`src/sfcp_pkg.sv`:
```
// Package for the sync framed command parser.
// Holds the shared constants and the result record type; depends on nothing.
package sfcp_pkg;

   localparam int unsigned ByteWidth     = 8;
   localparam int unsigned ValueWidth    = 16;
   localparam int unsigned RunWidth      = 5;
   localparam int unsigned QueueDepthDef = 4;

   localparam logic [ByteWidth-1:0] SyncByte        = 8'hFF;
   localparam logic [RunWidth-1:0]  RunMax          = 5'd31;
   localparam logic [RunWidth-1:0]  SyncLengthReset = 5'd4;

   typedef struct packed {
      logic [ByteWidth-1:0]  cmd_id;
      logic [ValueWidth-1:0] cmd_value;
      logic [ByteWidth-1:0]  entry_index;
      logic                  last_in_frame;
      logic                  empty_frame;
   } result_type;

endpackage

```
`src/sfcp_front.sv`:
```
// Front end of the parser: sync hunt, frame count and command assembly.
// Classifies each accepted byte and emits a result record; uses sfcp_pkg.
`default_nettype none
module sfcp_front (
   input  wire logic                          clock,
   input  wire logic                          reset,
   input  wire logic                          csr_we,
   input  wire logic [sfcp_pkg::RunWidth-1:0] csr_sync_length,
   input  wire logic                          byte_valid,
   input  wire logic [sfcp_pkg::ByteWidth-1:0] rx_byte,
   output logic                               res_valid,
   output sfcp_pkg::result_type               res
);
   import sfcp_pkg::*;

   typedef enum logic [4:0] {
      ST_HUNT  = 5'b00001,
      ST_COUNT = 5'b00010,
      ST_ID    = 5'b00100,
      ST_LOW   = 5'b01000,
      ST_HIGH  = 5'b10000
   } state_type;

   state_type             state_ff, state_in;
   logic [RunWidth-1:0]   sync_len_ff, sync_len_in;
   logic [RunWidth-1:0]   ff_run_ff, ff_run_in;
   logic [ByteWidth-1:0]  remaining_ff, remaining_in;
   logic [ByteWidth-1:0]  entry_count_ff, entry_count_in;
   logic [ByteWidth-1:0]  held_id_ff, held_id_in;
   logic [ByteWidth-1:0]  held_low_ff, held_low_in;
   logic [RunWidth-1:0]   need;
   logic [RunWidth-1:0]   run_next;
   logic                  last_cmd;

   assign sync_len_in = csr_we ? csr_sync_length : sync_len_ff;
   assign need        = (sync_len_ff == '0) ? RunWidth'(1) : sync_len_ff;
   assign last_cmd    = (remaining_ff <= ByteWidth'(1));

   always_comb begin
      if (rx_byte == SyncByte) begin
         run_next = (ff_run_ff < RunMax) ? ff_run_ff + RunWidth'(1) : ff_run_ff;
      end else begin
         run_next = '0;
      end
   end

   always_comb begin
      state_in       = state_ff;
      ff_run_in      = ff_run_ff;
      remaining_in   = remaining_ff;
      entry_count_in = entry_count_ff;
      held_id_in     = held_id_ff;
      held_low_in    = held_low_ff;
      res_valid      = 1'b0;
      res            = '0;
      if (byte_valid) begin
         unique case (state_ff)
            ST_HUNT: begin
               ff_run_in = run_next;
               if (run_next >= need) begin
                  state_in = ST_COUNT;
               end
            end
            ST_COUNT: begin
               if (rx_byte == '0) begin
                  res_valid       = 1'b1;
                  res.empty_frame = 1'b1;
                  state_in        = ST_HUNT;
                  ff_run_in       = '0;
                  remaining_in    = '0;
                  entry_count_in  = '0;
               end else begin
                  remaining_in   = rx_byte;
                  entry_count_in = '0;
                  state_in       = ST_ID;
               end
            end
            ST_ID: begin
               held_id_in = rx_byte;
               state_in   = ST_LOW;
            end
            ST_LOW: begin
               held_low_in = rx_byte;
               state_in    = ST_HIGH;
            end
            ST_HIGH: begin
               res_valid         = 1'b1;
               res.cmd_id        = held_id_ff;
               res.cmd_value     = {rx_byte, held_low_ff};
               res.entry_index   = entry_count_ff;
               res.last_in_frame = last_cmd;
               if (last_cmd) begin
                  state_in       = ST_HUNT;
                  ff_run_in      = '0;
                  remaining_in   = '0;
                  entry_count_in = '0;
               end else begin
                  remaining_in   = remaining_ff - ByteWidth'(1);
                  entry_count_in = entry_count_ff + ByteWidth'(1);
                  state_in       = ST_ID;
               end
            end
            default: begin
               state_in       = ST_HUNT;
               ff_run_in      = '0;
               remaining_in   = '0;
               entry_count_in = '0;
            end
         endcase
      end
   end

   always_ff @(posedge clock) begin
      if (reset) begin
         state_ff       <= ST_HUNT;
         sync_len_ff    <= SyncLengthReset;
         ff_run_ff      <= '0;
         remaining_ff   <= '0;
         entry_count_ff <= '0;
         held_id_ff     <= '0;
         held_low_ff    <= '0;
      end else begin
         state_ff       <= state_in;
         sync_len_ff    <= sync_len_in;
         ff_run_ff      <= ff_run_in;
         remaining_ff   <= remaining_in;
         entry_count_ff <= entry_count_in;
         held_id_ff     <= held_id_in;
         held_low_ff    <= held_low_in;
      end
   end

endmodule
`default_nettype wire

```
`src/sfcp_queue.sv`:
```
// Back end of the parser: a short result queue that presents the oldest item.
// Decouples the front end from the consumer; uses sfcp_pkg.
`default_nettype none
module sfcp_queue #(
   parameter int unsigned Depth = sfcp_pkg::QueueDepthDef
) (
   input  wire logic                 clock,
   input  wire logic                 reset,
   input  wire logic                 wr_en,
   input  wire sfcp_pkg::result_type wr_data,
   input  wire logic                 rd_en,
   output sfcp_pkg::result_type      rd_data,
   output logic                      full,
   output logic                      empty
);
   import sfcp_pkg::*;

   localparam int unsigned PtrWidth = (Depth > 1) ? $clog2(Depth) : 1;
   localparam int unsigned CntWidth = $clog2(Depth + 1);
   localparam logic [PtrWidth-1:0] LastPtr = PtrWidth'(Depth - 1);

   result_type            entries_ff [Depth];
   logic [PtrWidth-1:0]   wr_ptr_ff, wr_ptr_in;
   logic [PtrWidth-1:0]   rd_ptr_ff, rd_ptr_in;
   logic [CntWidth-1:0]   count_ff, count_in;
   logic                  do_wr, do_rd;

   assign full    = (count_ff == CntWidth'(Depth));
   assign empty   = (count_ff == '0);
   assign do_wr   = wr_en && !full;
   assign do_rd   = rd_en && !empty;
   assign rd_data = entries_ff[rd_ptr_ff];

   assign wr_ptr_in = do_wr ? ((wr_ptr_ff == LastPtr) ? '0 : wr_ptr_ff + PtrWidth'(1))
                            : wr_ptr_ff;
   assign rd_ptr_in = do_rd ? ((rd_ptr_ff == LastPtr) ? '0 : rd_ptr_ff + PtrWidth'(1))
                            : rd_ptr_ff;

   always_comb begin
      unique case ({do_wr, do_rd})
         2'b10:   count_in = count_ff + CntWidth'(1);
         2'b01:   count_in = count_ff - CntWidth'(1);
         default: count_in = count_ff;
      endcase
   end

   always_ff @(posedge clock) begin
      if (do_wr) begin
         entries_ff[wr_ptr_ff] <= wr_data;
      end
   end

   always_ff @(posedge clock) begin
      if (reset) begin
         wr_ptr_ff <= '0;
         rd_ptr_ff <= '0;
         count_ff  <= '0;
      end else begin
         wr_ptr_ff <= wr_ptr_in;
         rd_ptr_ff <= rd_ptr_in;
         count_ff  <= count_in;
      end
   end

endmodule
`default_nettype wire

```
`src/sync_framed_command_parser.sv`:
```
// Sync framed command parser: one received byte per cycle in, one item per completed
// command or empty frame out. The front-end state machine classifies each byte in the cycle
// it is accepted; a result reaches the queue at that edge and, if none is older, shows on
// rsp_ the next cycle. Bytes are taken every cycle while req_full is low; req_full rises
// only when QueueDepth results wait unread, so for QueueDepth > 1 a consumer that pops when
// rsp_empty is low never stalls the input. Depends on sfcp_pkg, sfcp_front and sfcp_queue.
`default_nettype none
module sync_framed_command_parser #(
   parameter int unsigned QueueDepth = sfcp_pkg::QueueDepthDef
) (
   input  wire logic                            clock,
   input  wire logic                            reset,
   input  wire logic                            csr_we,
   input  wire logic [sfcp_pkg::RunWidth-1:0]   csr_sync_length,
   input  wire logic                            req_push,
   output logic                                 req_full,
   input  wire logic [sfcp_pkg::ByteWidth-1:0]  req_rx_byte,
   output logic                                 rsp_empty,
   input  wire logic                            rsp_pop,
   output logic [sfcp_pkg::ByteWidth-1:0]       rsp_cmd_id,
   output logic [sfcp_pkg::ValueWidth-1:0]      rsp_cmd_value,
   output logic [sfcp_pkg::ByteWidth-1:0]       rsp_entry_index,
   output logic                                 rsp_last_in_frame,
   output logic                                 rsp_empty_frame
);
   import sfcp_pkg::*;

   logic       accept;
   logic       res_valid;
   result_type res;
   result_type head;

   assign accept = req_push && !req_full;

   sfcp_front u_front (
      .clock           (clock),
      .reset           (reset),
      .csr_we          (csr_we),
      .csr_sync_length (csr_sync_length),
      .byte_valid      (accept),
      .rx_byte         (req_rx_byte),
      .res_valid       (res_valid),
      .res             (res)
   );

   sfcp_queue #(
      .Depth (QueueDepth)
   ) u_queue (
      .clock   (clock),
      .reset   (reset),
      .wr_en   (res_valid),
      .wr_data (res),
      .rd_en   (rsp_pop),
      .rd_data (head),
      .full    (req_full),
      .empty   (rsp_empty)
   );

   assign rsp_cmd_id        = head.cmd_id;
   assign rsp_cmd_value     = head.cmd_value;
   assign rsp_entry_index   = head.entry_index;
   assign rsp_last_in_frame = head.last_in_frame;
   assign rsp_empty_frame   = head.empty_frame;

endmodule
`default_nettype wire

```
`config.mk`:
```
export PLATFORM = sky130hd
export DESIGN_NAME = sync_framed_command_parser
export DESIGN_NICKNAME = d
export VERILOG_FILES = /design/src/sfcp_pkg.sv /design/src/sfcp_front.sv /design/src/sfcp_queue.sv /design/src/sync_framed_command_parser.sv
export SDC_FILE = /design/constraint.sdc
export NUM_CORES = 1
export LEC_CHECK = 0
export BUFFER_PORTS_ARGS = -buffer_cell sky130_fd_sc_hd__buf_2
export CAP_MARGIN = 20
export CORE_ASPECT_RATIO = 1.1
export CORE_MARGIN = 2
export CORE_UTILIZATION = 45
export CTS_BUF_LIST = sky130_fd_sc_hd__clkbuf_8 sky130_fd_sc_hd__clkbuf_16
export DETAILED_ROUTE_END_ITERATION = 7
export PLACE_DENSITY_LB_ADDON = 0.2
export SETUP_SLACK_MARGIN = 0.3
export SYNTH_ARGS = -nofsm -noshare
export SYNTH_HDL_FRONTEND = slang
export SYNTH_SLANG_ARGS = --single-unit
```
`constraint.sdc`:
```
create_clock -name clock -period 8.33 [get_ports clock]
set_input_delay 2.499 -clock clock [delete_from_list [all_inputs] [get_ports clock]]
set_output_delay 2.499 -clock clock [all_outputs]
set_load 0.02 [all_outputs]
```
==> qor.csv, run 1 <==
stage,metric,value,unit
outcome,status,finished clean,
worst_setup_path,Critical Path AT,2.14,ns
timing,slew of the pin with the lowest slew margin,1.037,ns
worst_hold_path,Hold Crit Class,register to register,
layout,"most common cell after layout, fill and taps aside",edfxtp_1,
timing,max frequency,215.4,MHz
synth,count of cell types in the netlist,57,
timing,Slew headroom,30.88,%
place,Post-DP HPWL,10480,µm
timing,fin crit share,55.74,%
layout,share of cells above drive strength 1,21.76,%
layout,final net count,646,
route,first drt pass iteration count,5,
layout,FILL cells,1481,
clocking,CTS root buffer,clkbuf_16,
clocking,CTS Buffer Depth,2,
power,Pwr Density,206.0,nW/µm²
layout,"non-filler cells, final",863,
global_route,Tot GR Track Use,18.08,%
global_route,initial antenna violation count,1,
route,post-route ant nets,0,
route,WL/cell,19.19,µm
clocking,worst skew pair latency,0.43,ns
clocking,CTS tree,yes,
synth,ys async rst share,0,%
layout,"commonest non-fill, non-tap cells in the layout","edfxtp_1 (136), dfxtp_1 (55), buf_2 (53)",
clocking,H-tree Lvls,4,
job,maxcap violations,0,
timing,Final Setup Violations,0,
worst_setup_path,CP max FO,34,
worst_setup_path,Worst EP required,5.83,ns
clocking,CTS Hold Bufs,0,
place,PortBufs,53,
route,Starting DRT DRC Count,430,
power,P_leak,3.221,nW
place,RD Place Congestion,0.8492,
floorplanning,Starting Density,45.81,%
timing,max-slew violations,0,
timing,Sum Neg Setup Slack,0,ns
timing,RSZ-0062 raised after global routing,no,
synth,synthesized area per cell,14.33,µm²
global_route,largest net degree at the start of global routing,50,
timing,Final Hold Violating Endpoints,0,
route,residual DRC count,0,
clocking,setup bufs post-CTS,0,
power,"Power, Total",0.001880,W
global_route,gr ovfl total,0,
synth,mapped cell area,8097,µm²
layout,antenna diode instance count,0,
synth,register area share after synthesis,64.29,%
floorplanning,core area,17680,µm²
place,placed cells,831,
synth,Most used DFF post-synth,edfxtp_1,
synth,Mapped Cells,565,
floorplanning,Ports,54,
floorplanning,site row count,51,
worst_setup_path,Startpoint Class,register,
route,final wirelength,16560,µm
timing,Final Skew,0.01324,ns
floorplanning,die width,131.9,µm
synth,Yosys warning total,0,
route,via count,4905,
floorplanning,Die Span Y,144.7,µm
clocking,Worst-path clk slew,0.07,ns
power,peak supply drop,0.1359,mV
synth,Synth Register Bits,192,
synth,number of synthesized flops with an enable pin,136,
floorplanning,Die ar.,19080,µm²
clocking,post-cts sizing count,0,
worst_setup_path,critical path type,register to output pin,
synth,syn_nets,599,
timing,fin crit period,4.643,ns
global_route,global-route wire length before repair,26290,µm
clocking,Num Clock Sinks,192,
layout,area delta synth->final,12.70,%
route,vias per std cell,5.684,
clocking,Num CTS Buffers,17,
global_route,number of global-route vias before repair,4852,
worst_setup_path,crit end category,output pin,
[metal layers]
layer | up-vias | global-route usage, % | share of wire, %
met5 | - | 0 | 0.042
met4 | 2 | 6.865 | 1.5
met2 | 114 | 29.96 | 49
met1 | 2490 | 23.23 | 45
li1 | 2277 | - | -
met3 | 22 | 4.493 | 4.3
[worst max-delay path: stages (launching register included)]
cell     delay [ns]
dfxtp_2        0.31
buf_4          0.54
mux4_2         0.63
buf_2          0.19
[flip-flops by register name, summed over array words and instances, names as in the netlist, named ones only]
| signal | cells |
|---|---|
| u_front.entry_count_ff | 8 |
| u_front.ff_run_ff | 5 |
| u_front.held_id_ff | 8 |
| u_front.held_low_ff | 8 |
| u_front.remaining_ff | 8 |
| u_front.state_ff | 5 |
| u_front.sync_len_ff | 5 |
| u_queue.count_ff | 3 |
| u_queue.entries_ff | 136 |
| u_queue.rd_ptr_ff | 2 |
| u_queue.wr_ptr_ff | 2 |
[area by class of cell]
| cell class | instances | area (µm²) | share of cell area (%) |
|---|---|---|---|
| sequential | 192 | 5206 | 57.05 |
| tap | 238 | 297.8 | 3.263 |
| clock buffer | 17 | 425.4 | 4.662 |
| multi-input combinational | 319 | 2660 | 29.15 |
| timing repair buffer | 60 | 317.8 | 3.483 |
| inverter | 22 | 82.58 | 0.9050 |
| clock inverter | 15 | 135.1 | 1.481 |
[cell families (layout without fill, tap and decap cells)]
kind of cell / after synthesis / after routing / synth area share [%]
xor gates and xnor gates: 5 / 5 / 0.5408
buffers and inverters: 54 / 114 / 2.890
AOI/OAI and AO/OA: 78 / 78 / 6.521
DFF: 192 / 192 / 64.29
muxes: 57 / 57 / 12.30
adders and majority gates: 16 / 16 / 2.565
and+or+nand+nor: 163 / 163 / 10.89
[stage by stage]
stage	instance area (µm²)	utilization (%)	hold WS, ns	setup slack (ns)
floorplan	8097	-	0.4522	3.774
CTS	9125	51.62	0.5006	3.591
global placement	8564	48.45	0.4676	3.619
finish	9125	51.62	0.5049	3.687
detailed placement	8564	48.45	0.4856	3.419
global route	9125	51.62	0.5251	3.522
[cells in the mapped netlist, drive strengths merged, types with 2 or more instances]
| master | n | area [µm²] |
|---|---|---|
| a2111oi | 2 | 17.52 |
| a211oi | 4 | 30.03 |
| a21boi | 2 | 15.01 |
| a21o | 2 | 15.01 |
| a21oi | 22 | 113.9 |
| a22oi | 2 | 15.01 |
| a31o | 3 | 26.28 |
| a31oi | 4 | 25.02 |
| a32oi | 4 | 35.03 |
| a41oi | 2 | 17.52 |
| and2 | 7 | 43.79 |
| and3 | 35 | 219.0 |
| buf | 14 | 83.83 |
| clkbuf | 18 | 67.56 |
| dfxtp | 56 | 1121 |
| edfxtp | 136 | 4084 |
| ha | 15 | 187.7 |
| inv | 22 | 82.58 |
| mux2i | 23 | 230.2 |
| mux4 | 34 | 765.7 |
| nand2 | 18 | 67.56 |
| nand2b | 3 | 18.77 |
| nand3 | 8 | 40.04 |
| nand4 | 7 | 43.79 |
| nand4b | 3 | 26.28 |
| nor2 | 39 | 146.4 |
| nor2b | 3 | 18.77 |
| nor3 | 17 | 90.09 |
| nor4 | 6 | 37.54 |
| o211ai | 4 | 30.03 |
| o21ai | 14 | 70.07 |
| o31ai | 2 | 15.01 |
| o32ai | 4 | 35.03 |
| or2 | 5 | 31.28 |
| or3 | 6 | 42.54 |
| xor2 | 4 | 35.03 |
[worst paths after layout]
| path | startpoint | end | slack [ns] | cells after the start |
|---|---|---|---|---|
| hold / removal | u_front.held_id_ff[1]$_SDFFE_PP0P_ | u_front.held_id_ff[1]$_SDFFE_PP0P_ | 0.50 | 2 |
| hold reg to reg | u_front.held_id_ff[1]$_SDFFE_PP0P_ | u_front.held_id_ff[1]$_SDFFE_PP0P_ | 0.50 | 2 |
| setup reg to reg | u_front.state_ff[0]$_SDFFE_PP1P_ | u_queue.count_ff[2]$_SDFFE_PP0P_ | 5.29 | 10 |
| setup / recovery | register | rsp_cmd_id[2] | 3.69 | 3 |
[where the power goes]
part	internal (W)	total, W	switching [W]
sequential	0.00101	0.00102	0.00000922
clock	0.000416	0.000775	0.000359
combinational	0.0000313	0.0000820	0.0000507
total	0.00146	0.00188	0.000418
Note: power is estimated with default switching activity, not from simulation.
==> run 2, diff against run 1 <==
- clock period: 8.33 -> 4.8 ns (I/O delays scaled with it)
==> run 2 against run 1 <==
Total power rose by 80%. Design area is 0.82% higher. Combinational power rose by 72%. Final cell count rose by 0.23%. Wire length shrank 0.94%. Worst hold slack lost 0.016 ns. Clock power is 90% higher. Count of clock-buffer cells in the layout did not move. Critical endpoint is now rsp_cmd_id[3]. Highest routed layer is now met4. Sequential power grew 74%.
==> qor.csv, run 2 (synthesis results as in run 1) <==
stage,metric,value,unit,change
clocking,H-tree Lvls,4,,unchanged
clocking,CTS Hold Bufs,0,,unchanged
route,via count,4908,,+0.061%
timing,fin crit share,79.31,%,
power,Clock Power Share,43.5,%,+2.3 points
layout,area delta synth->final,13.63,%,
route,residual DRC count,0,,unchanged
timing,max-slew violations,0,,unchanged
timing,fin crit period,3.807,ns,
worst_setup_path,CP max FO,20,,-41%
layout,Sequential Area,5206,µm²,unchanged
floorplanning,core area,17680,µm²,unchanged
layout,"commonest non-fill, non-tap cells in the layout","edfxtp_1 (136), dfxtp_1 (55), buf_2 (53)",,
worst_setup_path,crit end category,output pin,,
clocking,CTS root buffer,clkbuf_16,,
floorplanning,Ports,54,,unchanged
place,PortBufs,53,,unchanged
power,Comb power frac,4.2,%,-0.2 points
power,Sw Pwr,0.0007358,W,+76%
power,P_leak,3.240,nW,+0.59%
power,Flop pwr share,52.4,%,-2.0 points
global_route,number of global-route vias before repair,4986,,+2.8%
timing,Slew headroom,31.14,%,+0.25 points
layout,final net count,648,,+0.31%
timing,RSZ-0062 raised after global routing,no,,
floorplanning,Starting Density,45.81,%,unchanged
global_route,Tot GR Track Use,18.07,%,about the same
worst_setup_path,Startpoint Class,register,,
global_route,largest net degree at the start of global routing,49,,-2.0%
layout,FILL cells,1471,,-0.68%
layout,multi-input logic area,2660,µm²,unchanged
timing,max frequency,262.7,MHz,
layout,share of cells above drive strength 1,22.17,%,+0.41 points
power,Sw Share,21.71,%,-0.55 points
timing,slew of the pin with the lowest slew margin,1.033,ns,-0.003807 ns
route,final wirelength,16410,µm,-0.94%
worst_setup_path,Critical Path AT,2.37,ns,+0.23 ns
clocking,CTS Buffer Depth,2,,unchanged
power,Pint,0.002653,W,+82%
worst_setup_path,critical path type,register to output pin,,
route,vias per std cell,5.674,,-0.17%
route,Starting DRT DRC Count,411,,-4.4%
clocking,Num Clock Sinks,192,,unchanged
route,first drt pass iteration count,5,,unchanged
clocking,CTS tree,yes,,
layout,antenna diode instance count,0,,unchanged
clocking,Worst-path clk slew,0.07,ns,about the same
floorplanning,Die ar.,19080,µm²,unchanged
floorplanning,die width,131.9,µm,unchanged
power,Pwr Density,368.4,nW/µm²,+79%
timing,Final Setup Violations,0,,unchanged
global_route,gr ovfl total,0,,unchanged
power,peak supply drop,0.2272,mV,+67%
place,RD Place Congestion,0.8560,,+0.80%
timing,Final Hold Violating Endpoints,0,,unchanged
route,post-route ant nets,0,,unchanged
clocking,worst skew pair latency,0.43,ns,about the same
timing,Final Skew,0.008484,ns,-0.004758 ns
layout,number of flip-flops in the largest register,136,,unchanged
job,maxcap violations,0,,unchanged
worst_setup_path,Worst EP required,3.36,ns,-2.47 ns
global_route,global-route wire length before repair,26520,µm,+0.89%
route,WL/cell,18.97,µm,-1.2%
clocking,post-cts sizing count,0,,unchanged
floorplanning,Die Span Y,144.7,µm,unchanged
worst_hold_path,Hold Crit Class,register to register,,
layout,"most common cell after layout, fill and taps aside",edfxtp_1,,
global_route,initial antenna violation count,0,,-1
layout,final design utilization,52.05,%,+0.42 points
outcome,status,finished clean,,
place,Post-DP HPWL,10930,µm,+4.3%
floorplanning,site row count,51,,unchanged
timing,Sum Neg Setup Slack,0,ns,unchanged
clocking,setup bufs post-CTS,0,,unchanged
clocking,Num CTS Buffers,17,,unchanged
layout,Biggest register,u_queue.entries_ff,,
power,"Power, Total",0.003389,W,+80%
-- run 2: worst max-delay path, stage by stage (launching register included) --
cell     delay [ns]
dfxtp_2        0.80
buf_4          0.35
mux4_2         0.58
buf_2          0.19
-- run 2: power by group through the flow --
| stage | clock (W) | combinational (W) | sequential [W] |
|---|---|---|---|
| 2_1_floorplan | 0 | 0.000118 | 0.00180 |
| 3_3_place_gp | 0 | 0.000137 | 0.00181 |
| 3_5_place_dp | 0 | 0.000140 | 0.00181 |
| 4_1_cts | 0.00150 | 0.000141 | 0.00177 |
| 5_1_grt | 0.00157 | 0.000158 | 0.00178 |
| 6_report | 0.00147 | 0.000141 | 0.00177 |
-- run 2: routing by layer --
metal,share of wire [%],wire length (µm),track usage (%)
met5,0,0,0
met4,1.6,262,6.979
met3,4.3,711,3.692
met2,50,8274,31.06
met1,44,7158,22.74
-- run 2: per-stage QoR --
| stage | instance area (µm²) | hold WS (ns) | std cells | setup slack (ns) |
|---|---|---|---|---|
| 3_5_place_dp | 8579 | 0.4772 | 833 | 0.9769 |
| 5_1_grt | 9200 | 0.5208 | 865 | 0.8023 |
| 4_1_cts | 9200 | 0.4934 | 865 | 0.8971 |
| 6_report | 9200 | 0.4888 | 865 | 0.9930 |
| 2_1_floorplan | 8097 | 0.4522 | 565 | 1.303 |
| 3_3_place_gp | 8579 | 0.4682 | 833 | 1.070 |
-- run 2: worst paths after layout --
path / from / depth (start not counted) / slack [ns] / endpoint
setup / recovery: register / 3 / 0.99 / rsp_cmd_id[3]
hold / removal: u_front.held_id_ff[6]$_SDFFE_PP0P_ / 2 / 0.49 / u_front.held_id_ff[6]$_SDFFE_PP0P_
setup reg to reg: u_front.state_ff[2]$_SDFFE_PP0P_ / 10 / 1.79 / u_queue.count_ff[2]$_SDFFE_PP0P_
hold reg to reg: u_front.held_id_ff[6]$_SDFFE_PP0P_ / 2 / 0.49 / u_front.held_id_ff[6]$_SDFFE_PP0P_
-- run 2: cell type report --
cell class                 instances  area share, %
tap                              238          3.237
clock buffer                      17          4.624
multi-input combinational        319          28.91
inverter                          22         0.8976
timing repair buffer              62          3.618
clock inverter                    15          2.122
sequential                       192          56.59
